`src/rtl/core/crte_pkg.sv`:
```
package crte_pkg;

    localparam int NUM_RULES   = 16;
    localparam int IDX_W       = (NUM_RULES > 1) ? $clog2(NUM_RULES) : 1;
    localparam int CNT_W       = $clog2(NUM_RULES + 1);
    localparam int MAX_RESULTS = 16;
    localparam int RES_W       = $clog2(MAX_RESULTS + 1);

    localparam logic [2:0] CMD_EVENT  = 3'd0;
    localparam logic [2:0] CMD_TICK   = 3'd1;
    localparam logic [2:0] CMD_ADD    = 3'd2;
    localparam logic [2:0] CMD_REMOVE = 3'd3;
    localparam logic [2:0] CMD_CLEAR  = 3'd4;

    localparam logic [2:0] ST_OK        = 3'd0;
    localparam logic [2:0] ST_INVALID   = 3'd1;
    localparam logic [2:0] ST_DUPLICATE = 3'd2;
    localparam logic [2:0] ST_CONFLICT  = 3'd3;
    localparam logic [2:0] ST_FULL      = 3'd4;
    localparam logic [2:0] ST_BAD_INDEX = 3'd5;

    localparam logic [2:0] CMP_GT = 3'd0;
    localparam logic [2:0] CMP_GE = 3'd1;
    localparam logic [2:0] CMP_EQ = 3'd2;
    localparam logic [2:0] CMP_NE = 3'd3;
    localparam logic [2:0] CMP_LE = 3'd4;
    localparam logic [2:0] CMP_LT = 3'd5;

    localparam logic [2:0] MODE_FOLLOW    = 3'd0;
    localparam logic [2:0] MODE_PULSE     = 3'd1;
    localparam logic [2:0] MODE_ON_DELAY  = 3'd2;
    localparam logic [2:0] MODE_OFF_DELAY = 3'd3;
    localparam logic [2:0] MODE_TOGGLE    = 3'd4;
    localparam logic [2:0] MODE_FORCE_ON  = 3'd5;
    localparam logic [2:0] MODE_FORCE_OFF = 3'd6;

    localparam logic [7:0] CFG_INPUT_LIMIT  = 8'd0;
    localparam logic [7:0] CFG_OUTPUT_LIMIT = 8'd1;

    localparam logic KIND_OUTPUT = 1'b0;
    localparam logic KIND_STATUS = 1'b1;

    // queued request; value carries the event value or the new threshold
    typedef struct packed {
        logic [2:0]  cmd;
        logic [15:0] src;
        logic [31:0] value;
        logic [31:0] ids;
        logic [23:0] ctl;
        logic        add_ok;
        logic [5:0]  rm_idx;
    } req_t;

    typedef struct packed {
        logic        kind;
        logic [15:0] target;
        logic        level;
        logic        tog;
        logic [5:0]  pos;
        logic [2:0]  status;
    } res_t;

    function automatic logic cmp_hit(input logic [2:0] op, input logic signed [31:0] a,
                                     input logic signed [31:0] b);
        logic r;
        case (op)
            CMP_GT:  r = a > b;
            CMP_GE:  r = a >= b;
            CMP_EQ:  r = a == b;
            CMP_NE:  r = a != b;
            CMP_LE:  r = a <= b;
            CMP_LT:  r = a < b;
            default: r = 1'b0;
        endcase
        return r;
    endfunction

    function automatic logic is_force(input logic [2:0] m);
        return (m == MODE_FORCE_ON) || (m == MODE_FORCE_OFF);
    endfunction

endpackage

```
`src/rtl/core/crte_front.sv`:
```
module crte_front
    import crte_pkg::*;
(
    input  logic        clk,
    input  logic        rst_n,
    input  logic        cfg_we,
    input  logic [7:0]  cfg_index,
    input  logic [15:0] cfg_data,
    input  logic        in_valid,
    output logic        in_stall,
    input  logic [2:0]  command,
    input  logic [15:0] event_source,
    input  logic [31:0] event_value,
    input  logic [15:0] new_input_id,
    input  logic [15:0] new_output_id,
    input  logic [31:0] new_threshold,
    input  logic [2:0]  new_compare_op,
    input  logic [2:0]  new_mode,
    input  logic [15:0] new_duration,
    input  logic        new_level_true,
    input  logic        new_level_false,
    input  logic [5:0]  remove_index,
    output logic        q_valid,
    output req_t        q_req,
    input  logic        q_pop
);

    logic [15:0] in_lim_reg;
    logic [15:0] out_lim_reg;
    req_t        fifo_reg [2];
    logic        wr_ptr_reg;
    logic        rd_ptr_reg;
    logic [1:0]  fill_reg;
    req_t        req;
    logic        timed;
    logic        known;
    logic        push;

    always_comb
    begin
        timed = (new_mode == MODE_PULSE) || (new_mode == MODE_ON_DELAY) ||
                (new_mode == MODE_OFF_DELAY);
        known = (command == CMD_EVENT) || (command == CMD_TICK) || (command == CMD_ADD) ||
                (command == CMD_REMOVE) || (command == CMD_CLEAR);
        req.cmd    = command;
        req.src    = event_source;
        req.value  = (command == CMD_ADD) ? new_threshold : event_value;
        req.ids    = {new_output_id, new_input_id};
        req.ctl    = {new_level_false, new_level_true, new_duration, new_mode, new_compare_op};
        req.add_ok = (new_input_id < in_lim_reg) && (new_output_id < out_lim_reg) &&
                     (new_compare_op <= CMP_LT) && (new_mode <= MODE_FORCE_OFF) &&
                     !(timed && (new_duration == 16'd0));
        req.rm_idx = remove_index;
    end

    assign in_stall = (fill_reg == 2'd2);
    // unknown commands are taken and dropped
    assign push     = in_valid && !in_stall && known;
    assign q_valid  = (fill_reg != 2'd0);
    assign q_req    = fifo_reg[rd_ptr_reg];

    always_ff @(posedge clk or negedge rst_n)
    begin
        if (!rst_n)
        begin
            in_lim_reg  <= 16'hFFFF;
            out_lim_reg <= 16'hFFFF;
            wr_ptr_reg  <= 1'b0;
            rd_ptr_reg  <= 1'b0;
            fill_reg    <= 2'd0;
        end
        else
        begin
            if (cfg_we && (cfg_index == CFG_INPUT_LIMIT))
                in_lim_reg <= cfg_data;
            if (cfg_we && (cfg_index == CFG_OUTPUT_LIMIT))
                out_lim_reg <= cfg_data;
            if (push)
                wr_ptr_reg <= !wr_ptr_reg;
            if (q_pop)
                rd_ptr_reg <= !rd_ptr_reg;
            fill_reg <= fill_reg + {1'b0, push} - {1'b0, q_pop};
        end
    end

    always_ff @(posedge clk)
    begin
        if (push)
            fifo_reg[wr_ptr_reg] <= req;
    end

endmodule

```
`src/rtl/core/crte_back.sv`:
```
module crte_back
    import crte_pkg::*;
(
    input  logic clk,
    input  logic rst_n,
    input  logic q_valid,
    input  req_t q_req,
    output logic q_pop,
    output logic out_valid,
    input  logic out_stall,
    output res_t out_res,
    output logic out_last
);

    localparam logic [1:0] S_IDLE  = 2'd0;
    localparam logic [1:0] S_WALK  = 2'd1;
    localparam logic [1:0] S_SHIFT = 2'd2;
    localparam logic [1:0] S_FLUSH = 2'd3;

    logic [1:0]       state_reg, state_next;
    req_t             req_reg;
    logic [CNT_W-1:0] pos_reg, pos_next;
    logic [CNT_W-1:0] cnt_reg, cnt_next;
    logic [31:0]      time_reg, time_next;
    logic [RES_W-1:0] nres_reg, nres_next;
    logic             pend_valid_reg, pend_valid_next;
    res_t             pend_reg, pend_next;
    logic             out_valid_reg, out_valid_next;
    res_t             out_reg, out_next;
    logic             out_last_reg, out_last_next;

    logic [31:0] ids_mem [NUM_RULES];
    logic [31:0] thr_mem [NUM_RULES];
    logic [23:0] ctl_mem [NUM_RULES];
    logic [2:0]  flg_mem [NUM_RULES];
    logic [31:0] dl_mem  [NUM_RULES];

    logic [IDX_W-1:0] idx;
    logic [CNT_W-1:0] pos_inc;
    logic [IDX_W-1:0] idx_inc;
    logic [31:0]      r_ids, r_thr, r_dl;
    logic [23:0]      r_ctl;
    logic [2:0]       r_flg;
    logic [2:0]       r_mode;
    logic             now, rise, expired;
    logic [2:0]       f_new;
    logic [31:0]      dl_new;
    logic             gen;
    res_t             gen_res;
    logic             can_push, push, step, take, last_push;
    logic             wr_rule, wr_add, wr_copy;
    res_t             status_res;
    logic             walk_end;

    assign idx     = pos_reg[IDX_W-1:0];
    assign pos_inc = pos_reg + 1'b1;
    assign idx_inc = pos_inc[IDX_W-1:0];
    assign r_ids   = ids_mem[idx];
    assign r_thr   = thr_mem[idx];
    assign r_ctl   = ctl_mem[idx];
    assign r_flg   = flg_mem[idx];
    assign r_dl    = dl_mem[idx];
    assign r_mode  = r_ctl[5:3];
    assign walk_end = (pos_reg >= cnt_reg);
    assign can_push = !out_valid_reg || !out_stall;

    // per-rule work for events and ticks
    always_comb
    begin
        now     = cmp_hit(r_ctl[2:0], req_reg.value, r_thr);
        rise    = now && !r_flg[0];
        expired = ((time_reg - r_dl) & 32'h8000_0000) == 32'd0;
        f_new   = r_flg;
        dl_new  = r_dl;
        gen     = 1'b0;
        gen_res.kind   = KIND_OUTPUT;
        gen_res.target = r_ids[31:16];
        gen_res.level  = 1'b0;
        gen_res.tog    = 1'b0;
        gen_res.pos    = 6'(pos_reg);
        gen_res.status = ST_OK;
        if (req_reg.cmd == CMD_EVENT)
        begin
            if (r_ids[15:0] == req_reg.src)
            begin
                f_new = {r_flg[2:1], now};
                case (r_mode)
                    MODE_FOLLOW:
                    begin
                        gen = 1'b1;
                        gen_res.level = now ? r_ctl[22] : r_ctl[23];
                        f_new = {2'b00, now};
                    end
                    MODE_PULSE:
                    begin
                        if (rise)
                        begin
                            gen = 1'b1;
                            gen_res.level = r_ctl[22];
                            f_new = {2'b11, now};
                            dl_new = time_reg + 32'(r_ctl[21:6]);
                        end
                    end
                    MODE_ON_DELAY:
                    begin
                        gen = 1'b1;
                        gen_res.level = r_ctl[23];
                        f_new[1] = now;
                        if (now)
                            dl_new = time_reg + 32'(r_ctl[21:6]);
                    end
                    MODE_OFF_DELAY:
                    begin
                        f_new[1] = !now;
                        if (now)
                        begin
                            gen = 1'b1;
                            gen_res.level = r_ctl[22];
                        end
                        else
                            dl_new = time_reg + 32'(r_ctl[21:6]);
                    end
                    MODE_TOGGLE:
                    begin
                        gen = rise;
                        gen_res.tog = 1'b1;
                    end
                    MODE_FORCE_ON:
                    begin
                        gen = rise;
                        gen_res.level = 1'b1;
                    end
                    MODE_FORCE_OFF:
                    begin
                        gen = rise;
                    end
                    default:
                    begin
                        gen = 1'b0;
                    end
                endcase
            end
        end
        else if (r_flg[1] && expired)
        begin
            f_new[1] = 1'b0;
            case (r_mode)
                MODE_PULSE:
                begin
                    if (r_flg[2])
                    begin
                        f_new[2] = 1'b0;
                        gen = 1'b1;
                        gen_res.level = r_ctl[23];
                    end
                end
                MODE_ON_DELAY:
                begin
                    gen = r_flg[0];
                    gen_res.level = r_ctl[22];
                end
                MODE_OFF_DELAY:
                begin
                    gen = !r_flg[0];
                    gen_res.level = r_ctl[23];
                end
                default:
                begin
                    gen = 1'b0;
                end
            endcase
        end
    end

    always_comb
    begin
        state_next      = state_reg;
        pos_next        = pos_reg;
        cnt_next        = cnt_reg;
        time_next       = time_reg;
        nres_next       = nres_reg;
        pend_valid_next = pend_valid_reg;
        pend_next       = pend_reg;
        out_valid_next  = out_valid_reg;
        out_next        = out_reg;
        out_last_next   = out_last_reg;
        q_pop           = 1'b0;
        push            = 1'b0;
        last_push       = 1'b0;
        take            = 1'b0;
        step            = 1'b0;
        wr_rule         = 1'b0;
        wr_add          = 1'b0;
        wr_copy         = 1'b0;
        status_res.kind   = KIND_STATUS;
        status_res.target = 16'd0;
        status_res.level  = 1'b0;
        status_res.tog    = 1'b0;
        status_res.pos    = 6'd0;
        status_res.status = ST_OK;

        case (state_reg)
            S_IDLE:
            begin
                if (q_valid)
                begin
                    q_pop     = 1'b1;
                    pos_next  = '0;
                    nres_next = '0;
                    case (q_req.cmd)
                        CMD_EVENT:
                            state_next = S_WALK;
                        CMD_TICK:
                        begin
                            time_next  = time_reg + 32'd1;
                            state_next = S_WALK;
                        end
                        CMD_ADD:
                        begin
                            if (q_req.add_ok)
                                state_next = S_WALK;
                            else
                            begin
                                status_res.status = ST_INVALID;
                                take       = 1'b1;
                                state_next = S_FLUSH;
                            end
                        end
                        CMD_REMOVE:
                        begin
                            if (7'(q_req.rm_idx) >= 7'(cnt_reg))
                            begin
                                status_res.status = ST_BAD_INDEX;
                                status_res.pos    = q_req.rm_idx;
                                take       = 1'b1;
                                state_next = S_FLUSH;
                            end
                            else
                            begin
                                pos_next   = CNT_W'(q_req.rm_idx);
                                state_next = S_SHIFT;
                            end
                        end
                        default:
                        begin
                            cnt_next   = '0;
                            take       = 1'b1;
                            state_next = S_FLUSH;
                        end
                    endcase
                end
            end
            S_WALK:
            begin
                if (req_reg.cmd == CMD_ADD)
                begin
                    if (walk_end)
                    begin
                        take       = 1'b1;
                        state_next = S_FLUSH;
                        if (cnt_reg >= CNT_W'(NUM_RULES))
                            status_res.status = ST_FULL;
                        else
                        begin
                            wr_add         = 1'b1;
                            status_res.pos = 6'(cnt_reg);
                            cnt_next       = cnt_reg + 1'b1;
                        end
                    end
                    else if ((r_ids == req_reg.ids) && (r_thr == req_reg.value) &&
                             (r_ctl == req_reg.ctl))
                    begin
                        status_res.status = ST_DUPLICATE;
                        take       = 1'b1;
                        state_next = S_FLUSH;
                    end
                    else if ((r_ids[31:16] == req_reg.ids[31:16]) &&
                             (!(is_force(r_mode) && is_force(req_reg.ctl[5:3])) ||
                              (r_mode == req_reg.ctl[5:3])))
                    begin
                        status_res.status = ST_CONFLICT;
                        take       = 1'b1;
                        state_next = S_FLUSH;
                    end
                    else
                        pos_next = pos_inc;
                end
                else if (walk_end)
                    state_next = S_FLUSH;
                else
                begin
                    // results past the cap are dropped but the rule still updates
                    if (gen && (nres_reg < RES_W'(MAX_RESULTS)))
                    begin
                        if (!pend_valid_reg || can_push)
                        begin
                            step = 1'b1;
                            push = pend_valid_reg;
                            pend_valid_next = 1'b1;
                            pend_next = gen_res;
                            nres_next = nres_reg + 1'b1;
                        end
                    end
                    else
                        step = 1'b1;
                    if (step)
                    begin
                        wr_rule  = 1'b1;
                        pos_next = pos_inc;
                    end
                end
            end
            S_SHIFT:
            begin
                if (pos_inc < cnt_reg)
                begin
                    wr_copy  = 1'b1;
                    pos_next = pos_inc;
                end
                else
                begin
                    cnt_next       = cnt_reg - 1'b1;
                    status_res.pos = req_reg.rm_idx;
                    take           = 1'b1;
                    state_next     = S_FLUSH;
                end
            end
            default:
            begin
                if (!pend_valid_reg)
                    state_next = S_IDLE;
                else if (can_push)
                begin
                    push       = 1'b1;
                    last_push  = 1'b1;
                    pend_valid_next = 1'b0;
                    state_next = S_IDLE;
                end
            end
        endcase

        // status results land in an empty pending slot
        if (take)
        begin
            pend_valid_next = 1'b1;
            pend_next       = status_res;
        end

        if (push)
        begin
            out_valid_next = 1'b1;
            out_next       = pend_reg;
            out_last_next  = last_push;
        end
        else if (!out_stall)
            out_valid_next = 1'b0;
    end

    always_ff @(posedge clk or negedge rst_n)
    begin
        if (!rst_n)
        begin
            state_reg      <= S_IDLE;
            pos_reg        <= '0;
            cnt_reg        <= '0;
            time_reg       <= 32'd0;
            nres_reg       <= '0;
            pend_valid_reg <= 1'b0;
            out_valid_reg  <= 1'b0;
        end
        else
        begin
            state_reg      <= state_next;
            pos_reg        <= pos_next;
            cnt_reg        <= cnt_next;
            time_reg       <= time_next;
            nres_reg       <= nres_next;
            pend_valid_reg <= pend_valid_next;
            out_valid_reg  <= out_valid_next;
        end
    end

    always_ff @(posedge clk)
    begin
        if (q_pop)
            req_reg <= q_req;
        pend_reg     <= pend_next;
        out_reg      <= out_next;
        out_last_reg <= out_last_next;
        if (wr_rule)
        begin
            flg_mem[idx] <= f_new;
            dl_mem[idx]  <= dl_new;
        end
        if (wr_add)
        begin
            ids_mem[cnt_reg[IDX_W-1:0]] <= req_reg.ids;
            thr_mem[cnt_reg[IDX_W-1:0]] <= req_reg.value;
            ctl_mem[cnt_reg[IDX_W-1:0]] <= req_reg.ctl;
            flg_mem[cnt_reg[IDX_W-1:0]] <= 3'b000;
            dl_mem[cnt_reg[IDX_W-1:0]]  <= 32'd0;
        end
        if (wr_copy)
        begin
            ids_mem[idx] <= ids_mem[idx_inc];
            thr_mem[idx] <= thr_mem[idx_inc];
            ctl_mem[idx] <= ctl_mem[idx_inc];
            flg_mem[idx] <= flg_mem[idx_inc];
            dl_mem[idx]  <= dl_mem[idx_inc];
        end
    end

    assign out_valid = out_valid_reg;
    assign out_res   = out_reg;
    assign out_last  = out_last_reg;

endmodule

```
`src/rtl/core/compare_rule_timer_engine.sv`:
```
// Flow: a request enters a two-entry queue; the back end pops it when idle, then walks the
// rules (events, ticks, add checks) or shifts the table down from the removed slot (remove),
// closes the walk and sends the final result from the flush state; the receiver can hold
// the walk and the flush by stalling.
// The back end takes one request at a time and pops the next only after the last is flushed.
// Reset: rule table empty, time count zero, both id limits 65535, queue and outputs empty.
module compare_rule_timer_engine
    import crte_pkg::*;
(
    input  logic        clk,
    input  logic        rst_n,
    input  logic        cfg_we,
    input  logic [7:0]  cfg_index,
    input  logic [15:0] cfg_data,
    input  logic        in_valid,
    output logic        in_stall,
    input  logic [2:0]  command,
    input  logic [15:0] event_source,
    input  logic [31:0] event_value,
    input  logic [15:0] new_input_id,
    input  logic [15:0] new_output_id,
    input  logic [31:0] new_threshold,
    input  logic [2:0]  new_compare_op,
    input  logic [2:0]  new_mode,
    input  logic [15:0] new_duration,
    input  logic        new_level_true,
    input  logic        new_level_false,
    input  logic [5:0]  remove_index,
    output logic        out_valid,
    input  logic        out_stall,
    output logic        kind,
    output logic [15:0] target_output,
    output logic        level,
    output logic        toggle_request,
    output logic [5:0]  rule_position,
    output logic [2:0]  status,
    output logic        last
);

    logic q_valid;
    req_t q_req;
    logic q_pop;
    res_t res;

    crte_front u_front (
        .clk             (clk),
        .rst_n           (rst_n),
        .cfg_we          (cfg_we),
        .cfg_index       (cfg_index),
        .cfg_data        (cfg_data),
        .in_valid        (in_valid),
        .in_stall        (in_stall),
        .command         (command),
        .event_source    (event_source),
        .event_value     (event_value),
        .new_input_id    (new_input_id),
        .new_output_id   (new_output_id),
        .new_threshold   (new_threshold),
        .new_compare_op  (new_compare_op),
        .new_mode        (new_mode),
        .new_duration    (new_duration),
        .new_level_true  (new_level_true),
        .new_level_false (new_level_false),
        .remove_index    (remove_index),
        .q_valid         (q_valid),
        .q_req           (q_req),
        .q_pop           (q_pop)
    );

    crte_back u_back (
        .clk       (clk),
        .rst_n     (rst_n),
        .q_valid   (q_valid),
        .q_req     (q_req),
        .q_pop     (q_pop),
        .out_valid (out_valid),
        .out_stall (out_stall),
        .out_res   (res),
        .out_last  (last)
    );

    assign kind           = res.kind;
    assign target_output  = res.target;
    assign level          = res.level;
    assign toggle_request = res.tog;
    assign rule_position  = res.pos;
    assign status         = res.status;

endmodule
```
`config.mk`:
```
export PLATFORM = sky130hd
export DESIGN_NAME = compare_rule_timer_engine
export DESIGN_NICKNAME = d
export VERILOG_FILES = /design/src/rtl/core/crte_pkg.sv /design/src/rtl/core/crte_front.sv /design/src/rtl/core/crte_back.sv /design/src/rtl/core/compare_rule_timer_engine.sv
export SDC_FILE = /design/constraint.sdc
export NUM_CORES = 2
export LEC_CHECK = 0
export BUFFER_PORTS_ARGS = -buffer_cell sky130_fd_sc_hd__buf_2
export CORE_MARGIN = 4
export CORE_UTILIZATION = 63
export CTS_CLUSTER_DIAMETER = 60
export DETAILED_ROUTE_END_ITERATION = 7
export HOLD_SLACK_MARGIN = 0.02
export PLACE_DENSITY = 0.8
export SLEW_MARGIN = 20
export SYNTH_ARGS = -nofsm -noshare
export SYNTH_HDL_FRONTEND = slang
export SYNTH_SLANG_ARGS = --single-unit
```
`constraint.sdc`:
```
create_clock -name clk -period 9.9 [get_ports clk]
set_input_delay 1.485 -clock clk [delete_from_list [all_inputs] [get_ports clk]]
set_output_delay 1.485 -clock clk [all_outputs]
set_load 0.05 [all_outputs]
```
==> flow_summary.yaml <==
outcome:
  status: "finished, final reports clean"
place:
  port_buffers: 204
  dp_hpwl_um: 168000
  place.gp.congestion: 0.908
power_and_ir_drop:
  peakVddDrop_mv: 0.354
  p_leak_nw: 41.2
  power.density_nw_per_um2: 339
global_routing:
  grt_start_max_net_pins: 133
  first_global_vias: 65239
  track_usage_pct: 32.7
  grt_first_pass_wirelength_um: 443000
  antenna_found_initial: 4
  overflow: 0
critical_path:
  cp_max_fo: 47
  critPathRequiredTime_ns: 10.43
  critPathCaptureType: "flip-flop"
  crit_type: "flip-flop to flip-flop"
  arrival_ns: 9.48
  reg2reg_slack_ns: 0.95
  worst_setup_path_start_kind: "flip-flop"
die:
  die_w_um: 433
  fp-row-count: 155
  pin_count: 205
  die-area_sq_um: 188000
  die_h_um: 433
  start_util_pct: 63.6
  core_area_sq_um: 179000
yosys:
  synth_compound_area_share_pct: 2.15
  synth_edf_count: 2347
  synth_top_family_by_area: "multiplexers"
  ys.flop_type: "edfxtp_1"
  yosysWarnings: 0
  ys_seq_area_share_pct: 64.2
  synth_cell_types: 76
  syn_inst: 5892
  syn_area_per_cell_sq_um: 19.3
  synthAdderAreaFrac_pct: 1.52
  synth_mux_area_share_pct: 25.8
  synth-simple-area-share_pct: 3.34
  async_flop_share_pct: 3.55
  netlist_area_sq_um: 114000
  synth_xor_area_share_pct: 1.14
  synth_nets: 6203
  synth_seq_cells: 2453
sta:
  setup_viol: 0
  finalCritPeriodShare_pct: 90.4
  whs_ns: 0.430
  rsz0062_at_grt: "false"
  fin_tns_setup_ns: 0
  slew_viol_final: 0
  worst_pin_slew_ns: 1.14
  max_freq_mhz: 112
  min_period_ns: 8.95
  skew_ns: 0.0661
  relSlewSlack_pct: 23.8
  hold_viol_final: 0
cells_and_area:
  num-nets-final: 6411
  post-route-util_pct: 70.3
  reg.largest.list: "u_back.dl_mem (512), u_back.ids_mem (512), u_back.thr_mem (512)"
  drive_gt1_share_pct: 34.3
  areaGrowthSynthToFinish_pct: 10.5
routing:
  remaining_drc_errors: 0
  drt_iter0_drc: 9678
  vias: 64567
  ant_nets: 0
  wirelength_um: 303000
  drt-wirelength-per-cell_um: 34.9
  drtPass1Iterations: 8
  viasPerCell: 7.45
clock_tree:
  cts_resized: 0
  max-clock-path-buffers: 3
  cts_tree: "done"
  htreeDepth: 4
  cts.sinks: 2453
  insertion_delay_ns: 0.90
  cts_setup_buffers: 0
  cts_buffers: 237
  root_buffer: "clkbuf_16"
  cts.clk_slew.worst_paths_ns: 0.06
  postCtsHoldBufs: 0
worst_hold_path:
  hold_class: "flip-flop to flip-flop"
run:
  drv_cap: 0
## area by class of cell
type                            instances  area (sq um)
Sequential cell                      2453         73100
Antenna cell                            3          7.51
Clock inverter                        166          1810
Timing Repair Buffer                  336          2400
Fill cell                           10351         53100
Inverter                              124           478
Clock buffer                          286          6230
Tap cell                             2355          2950
Multi-Input combinational cell       2948         38900
## layout by cell type, fill, tap and decap left out, drive strengths merged, types with 19 or more instances in the layout
cell and instances:
a21o 35, a21oi 133, buf 336, bufinv 31, clkbuf 286, clkinv 118
dfrtp 55, dfstp 32, dfxtp 19, edfxtp 2347, ha 135, inv 129
mux2 181, mux2i 65, mux4 1183, nand2 417, nand2b 42, nand3 78
nand4 38, nor2 143, nor3 39, o21ai 88, xnor2 90, xor2 58
## per-stage QoR
stage	worst slack (ns)	area, sq um	cells	power [mW]
after floorplan	1.08	114000	5892	28.3
after global placement	1.52	118000	8216	32.8
after detailed placement	1.20	118000	8216	33.3
after CTS	1.12	126000	8668	42.7
after global routing	0.708	126000	8669	44.4
final	0.948	126000	8671	42.7
## cells in the mapped netlist (35+ instances only)
| cell | n | area share, % |
|---|---|---|
| a21o_1 | 35 | 0.23 |
| a21oi_1 | 133 | 0.58 |
| buf_2 | 138 | 0.61 |
| clkbuf_1 | 163 | 0.54 |
| dfrtp_1 | 55 | 1.2 |
| edfxtp_1 | 2347 | 62 |
| ha_1 | 135 | 1.5 |
| inv_1 | 120 | 0.40 |
| mux2_2 | 181 | 1.8 |
| mux2i_1 | 65 | 0.57 |
| mux4_2 | 1183 | 23 |
| nand2_1 | 417 | 1.4 |
| nand2b_1 | 42 | 0.23 |
| nand3_1 | 78 | 0.34 |
| nand4_1 | 38 | 0.21 |
| nor2_1 | 143 | 0.47 |
| nor3_1 | 39 | 0.17 |
| o21ai_0 | 84 | 0.37 |
| xnor2_1 | 90 | 0.69 |
| xor2_1 | 58 | 0.45 |
## logic make-up (layout without fill, tap and decap cells)
| group | count (synthesis) | after routing |
|---|---|---|
| DFF | 2453 | 2453 |
| other | 0 | 3 |
| buffers and inverters | 491 | 912 |
| adders and majority gates | 137 | 137 |
| xor gates and xnor gates | 148 | 148 |
| AOI/OAI and AO/OA | 387 | 387 |
| muxes | 1429 | 1429 |
| and+or+nand+nor | 847 | 847 |
## where the power goes
part / switching (mW) / total (mW) / internal, mW
logic: 10.0 / 17.6 / 7.55
clock network: 3.98 / 9.28 / 5.31
registers: 0.882 / 15.8 / 14.9
## path summary, 6_finish.rpt
check                                              startpoint                              to  depth (start not counted)
max in group asynchronous                               rst_n   u_back.pos_reg[0]$_DFFE_PN0P_                          2
worst max register to register  u_back.pos_reg[0]$_DFFE_PN0P_  u_back.dl_mem[7][10]$_DFFE_PP_                         17
worst min-delay path             u_back.pend_reg[3]$_DFFE_PP_     u_back.out_res[3]$_DFFE_PP_                          0
worst max-delay path            u_back.pos_reg[0]$_DFFE_PN0P_  u_back.dl_mem[7][10]$_DFFE_PP_                         17
worst min register to register   u_back.pend_reg[3]$_DFFE_PP_     u_back.out_res[3]$_DFFE_PP_                          0
min in group asynchronous                               rst_n  u_front.wr_ptr_reg$_DFFE_PN0P_                          1
## routing by layer
layer	vias to the layer above	routed length, um	track usage (%)
met1	33533	102000	43.3
met4	2	18500	16.8
met2	4920	149000	52.3
met5	-	13	0
li1	25156	-	-
met3	956	33700	6.82
## worst max-delay path: stages, from the launching register on
cell and delay (ns):
dfrtp_4 0.95, buf_4 0.44, mux4_2 0.54, mux4_2 0.51
inv_1 0.08, ha_1 0.24, nand4_1 0.22, or4_1 0.30
a21oi_1 0.07, o41ai_1 0.78, nand3_1 0.53, and3_1 0.32
o31ai_1 0.36, a32o_1 0.95, and2_1 0.86, buf_4 0.39
a21oi_1 0.11, a21oi_1 0.83
No activity file was read; power rests on OpenSTA's default activity.
